**src/sv/ffa_ram.sv**
```systemverilog
// ----------------------------------------------------------------------------
// ffa_ram
// generic single-port synchronous ram, registered read
// ----------------------------------------------------------------------------
module ffa_ram #(
   parameter int WIDTH = 8,
   parameter int DEPTH = 16
) (
   input  logic                     clock,
   input  logic                     we,
   input  logic [$clog2(DEPTH)-1:0] addr,
   input  logic [WIDTH-1:0]         wdata,
   output logic [WIDTH-1:0]         rdata
);
   logic [WIDTH-1:0] mem [DEPTH];

   always_ff @(posedge clock) begin
      if (we) mem[addr] <= wdata;
      rdata <= mem[addr];
   end
endmodule
```
**config.mk**
```make
export PLATFORM = sky130hd
export DESIGN_NAME = ffa_ram
export DESIGN_NICKNAME = d
export VERILOG_FILES = /design/src/sv/ffa_ram.sv
export SDC_FILE = /design/constraint.sdc
export NUM_CORES = 1
export LEC_CHECK = 0
export BUFFER_PORTS_ARGS = -buffer_cell sky130_fd_sc_hd__clkbuf_2
export CORE_MARGIN = 8
export CORE_UTILIZATION = 40
export DETAILED_ROUTE_END_ITERATION = 16
export SLEW_MARGIN = 40
export SYNTH_ARGS = -nofsm -noshare
export SYNTH_HDL_FRONTEND = slang
export SYNTH_SLANG_ARGS = --single-unit
```
**constraint.sdc**
```tcl
create_clock -name clock -period 3.55 [get_ports clock]
set_input_delay 0.355 -clock clock [delete_from_list [all_inputs] [get_ports clock]]
set_output_delay 0.355 -clock clock [all_outputs]
set_load 0.05 [all_outputs]
```
==> results of run 1 <==
==> registers in the layout (all words and copies together) (netlist names) <==
| register | count |
|---|---|
| mem | 128 |
| rdata | 8 |
==> logic make-up (layout without fill, tap and decap cells) <==
family	count (synthesis)	after routing
buffers and inverters	11	63
multiplexers	32	32
AO/OA/AOI/OAI	16	16
flip-flops	136	136
AND/OR/NAND/NOR	35	35
==> worst min-delay path by stage <==
stage | end | cells past startpoint | from | slack [ns]
after floorplan | mem[0][0]$_DFFE_PP_ | 0 | wdata[0] | 0.45
after global placement | rdata[6]$_DFF_P_ | 3 | mem[14][6]$_DFFE_PP_ | 0.66
after detailed placement | rdata[3]$_DFF_P_ | 3 | mem[14][3]$_DFFE_PP_ | 0.66
after CTS | mem[12][2]$_DFFE_PP_ | 1 | wdata[2] | 0.38
after global routing | mem[3][3]$_DFFE_PP_ | 1 | wdata[3] | 0.39
final | mem[0][6]$_DFFE_PP_ | 1 | wdata[6] | 0.39
==> metrics by stage <==
| stage | cell area [um^2] | std cells | hold WS (ns) |
|---|---|---|---|
| finish | 6003 | 454 | 0.3936 |
| CTS | 5996 | 454 | 0.3772 |
| floorplan | 5067 | 230 | 0.4539 |
| global placement | 5403 | 422 | 0.6552 |
| global route | 6003 | 454 | 0.3898 |
| detailed placement | 5415 | 422 | 0.6631 |
==> routing by layer <==
layer / vias up / share of wire (%) / GRT usage [%]
li1: 1038 / - / -
met1: 1204 / 43 / 16.46
met2: 89 / 48 / 19.99
met3: 11 / 6.9 / 5.379
met4: 0 / 1.5 / 5.114
met5: - / 0 / 0
==> power by group <==
part / internal (mW) / switching, mW / total (mW)
logic: 0.0665 / 0.131 / 0.198
clock network: 1.11 / 0.623 / 1.74
registers: 1.80 / 0.00967 / 1.81
total: 2.98 / 0.764 / 3.74
==> final cells by class <==
type,instances,area (um^2)
Clock inverter,10,126.4
Multi-Input combinational cell,83,1023
Tap cell,172,215.2
Timing Repair Buffer,31,180.2
Clock buffer,22,454.2
Sequential cell,136,4004
Fill cell,1080,6514
==> synth_stat cells (4+ instances only) <==
master,n,area share [%]
dfxtp_1,8,3.2
nand2_1,9,0.67
buf_1,4,0.30
edfxtp_1,128,76
mux4_2,32,14
a22oi_1,16,2.4
nor2_1,13,0.96
nor3_1,4,0.40
==> cell usage in the layout, fill, tap and decap left out <==
cell,n
a22oi_1,16
and2_1,1
buf_4,10
bufinv_16,3
clkbuf_1,4
clkbuf_16,17
clkbuf_2,21
clkbuf_8,1
clkinv_1,1
clkinv_2,5
clkinvlp_4,1
dfxtp_1,8
edfxtp_1,128
mux4_2,32
nand2_1,9
nand2b_1,2
nand3_1,1
nand3b_1,2
nor2_1,5
nor2_2,8
nor2b_1,2
nor3_1,4
or3b_2,1
==> reports/summary.txt, run 1 <==
Total routed wirelength -> 9923 um
R2R Path Start -> mem[3][6]$_DFFE_PP_
Row cnt -> 41
Run status -> completed
CTS Buffer Depth -> 2
Post-Synth XOR/XNOR Area -> 0%
P&R area growth vs syn -> 18.47%
Fmax -> 0.5250 GHz
Top delay family on crit path -> buffers and inverters
RD Place Congestion -> 0.7072
CP max-delay cell -> clkbuf_2
Gr usage total -> 13.13%
Vias -> 2342
Root buffer cell -> clkbuf_16
Tot Pwr -> 3.740 mW
Post-CTS Hold Fix Bufs -> 0
Pre-CTS setup slack -> 1.138 ns
Avg Inst Size Synth -> 22.03 um^2
Critical path arrival -> 2.19 ns
Top_reg_cell synth -> edfxtp_1
Antenna violations before repair -> 0
EDFF count, synth -> 128
Mux cell area share after synthesis -> 14.22%
CP required -> 3.84 ns
Clock Latency Late Sink -> 0.41 ns
Crit start category -> primary input
Setup Fix Bufs, Post-CTS -> 0
Reg2reg end -> rdata[6]$_DFF_P_
HPWL after DPL -> 5955 um
Synth unique cells -> 18
Ports -> 22
Critical path type -> in2reg
Remaining global-route overflow -> 0
Final Util -> 47.96%
Via density -> 5.159
CTS H-Tree Depth -> 4
CTS buffer count -> 17
Register-to-register setup slack -> 2.18 ns
Post-Synth Simple-Gate Area -> 3.210%
Antenna diode count -> 0
Final setup viols -> 0
Die Span Y -> 128.6 um
CTS resizes -> 0
Final Hold Fails -> 0
Pre-antenna DRT Iters -> 4
CP peak stage delay -> 0.55 ns
Buf/Inv on CP -> 2
Post-Synth Adder-Cell Area -> 0%
DR iter-0 viols -> 190
Total Nets Final -> 283
Die W -> 128.6 um
Die area -> 16530 um^2
Worst-Margin Slew -> 0.8093 ns
Routed len/inst -> 21.86 um
Main combinational cell family by area after synthesis -> multiplexers
Synth Instances -> 230
Crit path capture type -> flip-flop
Share of cells above drive strength 1 -> 35.11%
Post-synthesis compound-gate area fraction -> 2.370%
Final worst slack -> 1.645 ns
Clock Skew -> 0.009051 ns
Cell Area, Synth -> 5067 um^2
Hold Path Class -> in2reg
Crit Path Max Fanout -> 22
Initial Util -> 40.48%
Max-cap violations -> 0
Asr flop ratio synth -> 0%
Period utilization -> 53.65%
Tmin final -> 1.905 ns
Syn. warnings -> 0
Sequential share of the synthesized area -> 79.01%
Vias in the first global route -> 2480
Worst path depth -> 5
Clk pin slew, worst setup/hold paths -> 0.06 ns
Synthesized netlist net count -> 244
Largest net degree at the start of global routing -> 23
RSZ-0062 raised after global routing -> false
CP startpoint -> addr[0]
Core Area -> 12520 um^2
Leak -> 1.957 nW
Peak VDD IR -> 0.3021 mV
Max_slew headroom -> 45.94%
Final setup TNS -> 0 ns
First-pass GRT wire length -> 15260 um
Sequence of cells on the critical path -> clkbuf_2 -> buf_4 -> mux4_2 -> a22oi_1 -> nand2_1
Final slew viol count -> 0
PwrDens -> 623.0 nW/um^2
#FFs+latches synth -> 136
CP Capture Point -> rdata[0]$_DFF_P_
Port Buffers -> 21
R2R depth -> 3
DRC viols -> 0
Antenna-violating nets left -> 0
TritonCTS clock tree -> yes
Clock sink count -> 136
Power figures use the tool's default switching activity.
==> inputs of run 2 (changes only) <==
- ABC_AREA: unset -> 1
- clock period: 3.55 -> 1.8 ns (I/O delays scaled with it)
==> reports/summary.txt, run 2 <==
Antenna diode count -> 0 (unchanged)
Tmin final -> 1.181 ns
RSZ-0062 raised after global routing -> false (unchanged)
Final Hold Fails -> 0 (unchanged)
Port Buffers -> 21 (unchanged)
Remaining global-route overflow -> 0 (unchanged)
Initial Util -> 40.61% (was 40.48%)
Avg Inst Size Synth -> 10.21 um^2 (was 22.03 um^2)
Synthesized netlist net count -> 562 (was 244)
Die Span Y -> 134.2 um (was 128.6 um)
Clock Latency Late Sink -> 0.42 ns (was 0.41 ns)
Routed len/inst -> 16.09 um (was 21.86 um)
Share of cells above drive strength 1 -> 12.23% (was 35.11%)
Ports -> 22 (unchanged)
Final setup TNS -> 0 ns (unchanged)
Peak VDD IR -> 0.7966 mV (was 0.3021 mV)
Gr usage total -> 15.09% (was 13.13%)
Pre-antenna DRT Iters -> 5 (was 4)
Clock sink count -> 136 (unchanged)
Final setup viols -> 0 (unchanged)
Top cells by area, synth -> edfxtp_1 69%, nand2_1 23%, dfxtp_1 2.9%, inv_1 1.4%, nor2_1 1.2% (was edfxtp_1 76%, mux4_2 14%, dfxtp_1 3.2%, a22oi_1 2.4%, nor2_1 0.96%)
CP peak stage delay -> 0.32 ns (was 0.55 ns)
First-pass GRT wire length -> 20080 um (was 15260 um)
Worst min-delay path startpoint -> wdata[7] (was wdata[6])
Clock Skew -> 0.009904 ns (was 0.009051 ns)
CTS H-Tree Depth -> 4 (unchanged)
Total Nets Final -> 606 (was 283)
CP max-delay cell -> dfxtp_1 (was clkbuf_2)
Max_slew headroom -> 67.89% (was 45.94%)
Top Registers -> mem x128, rdata x8 (unchanged)
EDFF count, synth -> 128 (unchanged)
Antenna violations before repair -> 0 (unchanged)
RD Place Congestion -> 0.8517 (was 0.7072)
DR iter-0 viols -> 329 (was 190)
Sequential share of the synthesized area -> 71.59% (was 79.01%)
TritonCTS clock tree -> yes (unchanged)
Vias in the first global route -> 3778 (was 2480)
R2R depth -> 8 (was 3)
Largest net degree at the start of global routing -> 67 (was 23)
Crit path capture type -> primary output (was flip-flop)
Worst path depth -> 1 (was 5)
Crit Path Max Fanout -> 1 (was 22)
Synth unique cells -> 11 (was 18)
Row cnt -> 43 (was 41)
CP required -> 1.62 ns (was 3.84 ns)
Syn. warnings -> 0 (unchanged)
Post-CTS Hold Fix Bufs -> 0 (unchanged)
Total routed wirelength -> 12630 um (was 9923 um)
Critical path arrival -> 1.00 ns (was 2.19 ns)
Asr flop ratio synth -> 0% (unchanged)
Root buffer cell -> clkbuf_16 (unchanged)
Vias -> 3724 (was 2342)
Final slew viol count -> 0 (unchanged)
#FFs+latches synth -> 136 (unchanged)
Fill cells -> 1304 (was 1080)
Commonest cells after routing, fill and taps aside -> 346 x nand2_1, 128 x edfxtp_1, 23 x buf_4, 21 x inv_1, 21 x clkbuf_2 (was 128 x edfxtp_1, 32 x mux4_2, 21 x clkbuf_2, 17 x clkbuf_16, 16 x a22oi_1)
Cell Area, Synth -> 5593 um^2 (was 5067 um^2)
PwrDens -> 1127 nW/um^2 (was 623.0 nW/um^2)
P&R area growth vs syn -> 18.14% (was 18.47%)
Die area -> 18020 um^2 (was 16530 um^2)
CP startpoint -> rdata[1]$_DFF_P_ (was addr[0])
Antenna-violating nets left -> 0 (unchanged)
Largest Register -> mem (unchanged)
Buf/Inv on CP -> 1 (was 2)
CTS Buffer Depth -> 2 (unchanged)
Clk pin slew, worst setup/hold paths -> 0.06 ns (about the same)
Hold Path Class -> in2reg (unchanged)
Number of flip-flops in the largest register -> 128 (unchanged)
Top delay family on crit path -> flip-flops (was buffers and inverters)
CTS resizes -> 0 (unchanged)
Top_reg_cell synth -> edfxtp_1 (unchanged)
HPWL after DPL -> 8161 um (was 5955 um)
WHS Path Cells -> 1 (unchanged)
Via density -> 4.744 (was 5.159)
Max-cap violations -> 0 (unchanged)
Worst-Margin Slew -> 0.4817 ns (was 0.8093 ns)
Most common cell in the netlist -> nand2_1 (was edfxtp_1)
Run status -> completed (unchanged)
Sequence of cells on the critical path -> clkbuf_2 (was clkbuf_2 -> buf_4 -> mux4_2 -> a22oi_1 -> nand2_1)
CTS buffer count -> 17 (unchanged)
Crit start category -> flip-flop (was primary input)
Commonest non-fill, non-tap cell in the layout -> nand2_1 (was edfxtp_1)
DRC viols -> 0 (unchanged)
Register-to-register setup slack -> 0.76 ns (was 2.18 ns)
Fmax -> 0.8465 GHz
Synth top cells by count -> 346 x nand2_1, 128 x edfxtp_1, 21 x inv_1 (was 128 x edfxtp_1, 32 x mux4_2, 16 x a22oi_1)
Critical path type -> reg2out (was in2reg)
WHS Endpoint -> mem[7][7]$_DFFE_PP_ (was mem[0][6]$_DFFE_PP_)
Leak -> 2.849 nW (was 1.957 nW)
Setup Fix Bufs, Post-CTS -> 0 (unchanged)
Share of the synthesized area in the top cell type -> 68.72% (was 75.85%)
Reg2reg end -> rdata[2]$_DFF_P_ (was rdata[6]$_DFF_P_)
Core Area -> 13770 um^2 (was 12520 um^2)
Synth Instances -> 548 (was 230)
Dominant cell type by area after synthesis -> edfxtp_1 (unchanged)
Period utilization -> 65.63%
Die W -> 134.2 um (was 128.6 um)
R2R Path Start -> mem[6][2]$_DFFE_PP_ (was mem[3][6]$_DFFE_PP_)
Final Util -> 47.97% (was 47.96%)
run 2: cell count changes after synthesis, sizes merged, moves of 3 or more:
cell / delta
a22oi: -16
mux4: -32
nor2: +5
nand2: +337
nand3: +3
inv: +22
buf: +10
nor3: -4
run 2: report_power, final:
part / leakage, nW / total [mW] / internal [mW] / switching (mW)
logic: 1.34 / 0.514 / 0.128 / 0.386
clock network: 0.281 / 3.37 / 2.18 / 1.19
registers: 1.22 / 3.56 / 3.54 / 0.0192
total: 2.85 / 7.45 / 5.85 / 1.60
run 2: routing by layer:
metal  GRT usage, %  routed length (um)
met1          18.58                5589
met2          24.40                6130
met3          3.141                 559
met4          8.172                 350
met5              0                   0
run 2: logic make-up after synthesis:
| group | after synthesis | share of synthesized area (%) |
|---|---|---|
| and+or+nand+nor | 368 | 24.79 |
| DFF | 136 | 71.59 |
| buffers and inverters | 44 | 3.624 |
run 2: layout make-up:
type	count	area [um^2]	area share, %
inverter	23	86.33	1.307
multi-input combinational	368	1386	20.98
clock inverter	7	92.59	1.401
timing repair buffer	46	317.8	4.810
clock buffer	25	495.5	7.499
sequential	136	4004	60.59
tap	180	225.2	3.408
run 2: worst max path at each step:
stage / to / slack [ns]
floorplan: mem[3][0]$_DFFE_PP_ / 0.24
CTS: rdata[1] / 0.59
global route: rdata[6] / 0.57
global placement: mem[9][7]$_DFFE_PP_ / 0.23
finish: rdata[1] / 0.62
detailed placement: mem[9][7]$_DFFE_PP_ / 0.24
run 2: per-stage QoR:
stage | area, um^2 | hold slack (ns) | power, mW | setup WS (ns) | std cells
2_1_floorplan | 5593 | 0.2789 | 3.943 | 0.2428 | 548
3_3_place_gp | 6020 | 0.6795 | 4.142 | 0.2300 | 753
3_5_place_dp | 6020 | 0.6826 | 4.144 | 0.2379 | 753
4_1_cts | 6608 | 0.2929 | 7.521 | 0.5899 | 785
5_1_grt | 6608 | 0.3110 | 7.700 | 0.5687 | 785
6_report | 6608 | 0.2806 | 7.449 | 0.6186 | 785
==> inputs of run 3 (changes only) <==
- clock period: 1.8 -> 1.1 ns (I/O delays scaled with it)
==> reports/summary.txt, run 3 (synthesis gave the netlist of run 2 again) <==
Die W -> 134.2 um (unchanged)
Max-cap violations -> 0 (unchanged)
Via density -> 4.736 (was 4.744)
Critical path type -> reg2out (unchanged)
Antenna-violating nets left -> 0 (unchanged)
Antenna violations before repair -> 0 (unchanged)
Fmax -> 0.9293 GHz
Largest net degree at the start of global routing -> 33 (was 67)
Crit start category -> flip-flop (unchanged)
Hold Path Class -> in2reg (unchanged)
Row cnt -> 43 (unchanged)
Fill cells -> 1265 (was 1304)
RD Place Congestion -> 0.7828 (was 0.8517)
Final slew viol count -> 0 (unchanged)
Worst-Margin Slew -> 0.4751 ns (was 0.4817 ns)
Buf/Inv on CP -> 1 (unchanged)
CTS H-Tree Depth -> 4 (unchanged)
Port Buffers -> 21 (unchanged)
P&R area growth vs syn -> 24.14% (was 18.14%)
Top Registers -> mem x128, rdata x8 (unchanged)
CTS buffer count -> 17 (unchanged)
Final Util -> 50.41% (was 47.97%)
Core Area -> 13770 um^2 (unchanged)
Vias -> 3694 (was 3724)
Antenna diode count -> 0 (unchanged)
Initial Util -> 40.61% (unchanged)
Vias in the first global route -> 3565 (was 3778)
Routing usage on met2 -> 22.12% (was 24.40%)
Pre-antenna DRT Iters -> 5 (unchanged)
Clock Skew -> 0.007967 ns (was 0.009904 ns)
Number of flip-flops in the largest register -> 128 (unchanged)
CP required -> 0.99 ns (was 1.62 ns)
RSZ-0062 raised after global routing -> false (unchanged)
Root buffer cell -> clkbuf_16 (unchanged)
P_sw -> 2.808 mW (was 1.599 mW)
GR Util met1 -> 19.43% (was 18.58%)
Critical path arrival -> 0.97 ns (was 1.00 ns)
CTS Buffer Depth -> 2 (unchanged)
Most Crowded Layer GR -> met2 (unchanged)
Met3 GRT Util -> 3.628% (was 3.141%)
Pre-CTS setup slack -> -0.1706 ns (was 0.2379 ns)
Period utilization -> 97.82%
Clock Latency Late Sink -> 0.42 ns (about the same)
Share of cells above drive strength 1 -> 16.83% (was 12.23%)
Sw Share -> 21.29% (was 21.47%)
HPWL after DPL -> 7969 um (was 8161 um)
Peak VDD IR -> 1.006 mV (was 0.7966 mV)
CP peak stage delay -> 0.38 ns (was 0.32 ns)
Leak -> 2.890 nW (was 2.849 nW)
Placed instance area -> 6237 um^2 (was 6020 um^2)
Largest Register -> mem (unchanged)
TritonCTS clock tree -> yes (unchanged)
Final setup viols -> 0 (unchanged)
Design area -> 6943 um^2 (was 6608 um^2)
Clk pin slew, worst setup/hold paths -> 0.06 ns (about the same)
Setup Fix Bufs, Post-CTS -> 0 (unchanged)
Routed len/inst -> 16.02 um (was 16.09 um)
Commonest non-fill, non-tap cell in the layout -> nand2_1 (unchanged)
DRC viols -> 0 (unchanged)
Commonest cells after routing, fill and taps aside -> 343 x nand2_1, 128 x edfxtp_1, 18 x inv_1, 17 x clkbuf_16, 16 x nor2_4 (was 346 x nand2_1, 128 x edfxtp_1, 23 x buf_4, 21 x inv_1, 21 x clkbuf_2)
Remaining global-route overflow -> 0 (unchanged)
CP max-delay cell -> dfxtp_1 (unchanged)
Die area -> 18020 um^2 (unchanged)
Clk pwr share -> 48.6% (was 45.3%)
Die Span Y -> 134.2 um (unchanged)
Gr usage total -> 14.64% (was 15.09%)
Post-route insts no fill -> 780 (was 785)
Tmin final -> 1.076 ns
Total routed wirelength -> 12500 um (was 12630 um)
Top delay family on crit path -> flip-flops (unchanged)
Seq pwr share -> 44.2% (was 47.8%)
Crit path capture type -> primary output (unchanged)
Max_slew headroom -> 68.33% (was 67.89%)
Crit Path Max Fanout -> 1 (unchanged)
Final worst slack -> 0.02394 ns (was 0.6186 ns)
Final Hold Fails -> 0 (unchanged)
First-pass GRT wire length -> 19850 um (was 20080 um)
Int Power -> 10.38 mW (was 5.850 mW)
Placed cell count -> 748 (was 753)
DR iter-0 viols -> 274 (was 329)
Clock sink count -> 136 (unchanged)
Sequence of cells on the critical path -> buf_8 (was clkbuf_2)
Ports -> 22 (unchanged)
PwrDens -> 1900 nW/um^2 (was 1127 nW/um^2)
Comb pwr share -> 7.2% (was 6.9%)
Total Nets Final -> 601 (was 606)
Run status -> completed (unchanged)
Post-CTS Hold Fix Bufs -> 0 (unchanged)
## run 3: changes by cell type in the layout (fill, tap and decap cells not counted), sizes merged
| cell | delta |
|---|---|
| clkbuf | -6 |
| buf | -4 |
| bufinv | +4 |
| clkinvlp | +2 |
| clkinv | -1 |
## run 3: power groups by stage
| stage | Sequential [mW] | Combinational [mW] | Clock, mW |
|---|---|---|---|
| final | 5.83 | 0.951 | 6.41 |
| after global routing | 5.84 | 1.05 | 6.65 |
| after CTS | 5.83 | 0.956 | 6.48 |
| after detailed placement | 5.94 | 0.931 | 0 |
| after global placement | 5.93 | 0.925 | 0 |
| after floorplan | 6.05 | 0.462 | 0 |
## run 3: worst paths after layout
| path | slack [ns] | cells after the start | start | end |
|---|---|---|---|---|
| setup / recovery | 0.02 | 1 | rdata[5]$_DFF_P_ | rdata[5] |
| hold / removal | 0.22 | 1 | wdata[6] | mem[15][6]$_DFFE_PP_ |
| setup reg to reg | 0.10 | 8 | mem[14][3]$_DFFE_PP_ | rdata[3]$_DFF_P_ |
| hold reg to reg | 0.71 | 8 | mem[12][5]$_DFFE_PP_ | rdata[5]$_DFF_P_ |
## run 3: cell type report
| class | count | area (um^2) | area share (%) |
|---|---|---|---|
| inverters | 23 | 91.34 | 1.316 |
| flip-flops and latches | 136 | 4004 | 57.67 |
| clock buffers | 20 | 446.7 | 6.434 |
| repair buffers | 41 | 382.9 | 5.515 |
| multi-input cells | 368 | 1569 | 22.60 |
| well taps | 180 | 225.2 | 3.244 |
| clock inverters | 12 | 224.0 | 3.226 |
## run 3: routing by layer
| metal | routed length, um | share of wire, % |
|---|---|---|
| met1 | 6092 | 49 |
| met2 | 5630 | 45 |
| met3 | 524 | 4.2 |
| met4 | 248 | 2.0 |
| met5 | 0 | 0 |
## run 3: stage by stage
step / setup TNS [ns] / power (mW) / hold slack [ns]
5_1_grt: 0 / 13.54 / 0.2237
2_1_floorplan: 0 / 6.513 / 0.2089
3_3_place_gp: -12.88 / 6.859 / 0.6109
4_1_cts: 0 / 13.26 / 0.2005
3_5_place_dp: -14.94 / 6.867 / 0.6111
6_report: 0 / 13.19 / 0.2183
## run 3: timing repair
action | CTS | global route
setup endpoints to repair | 8 | 5
pin swaps | 0 | 2
resized for setup | 9 | 5
cloned | 0 | 0
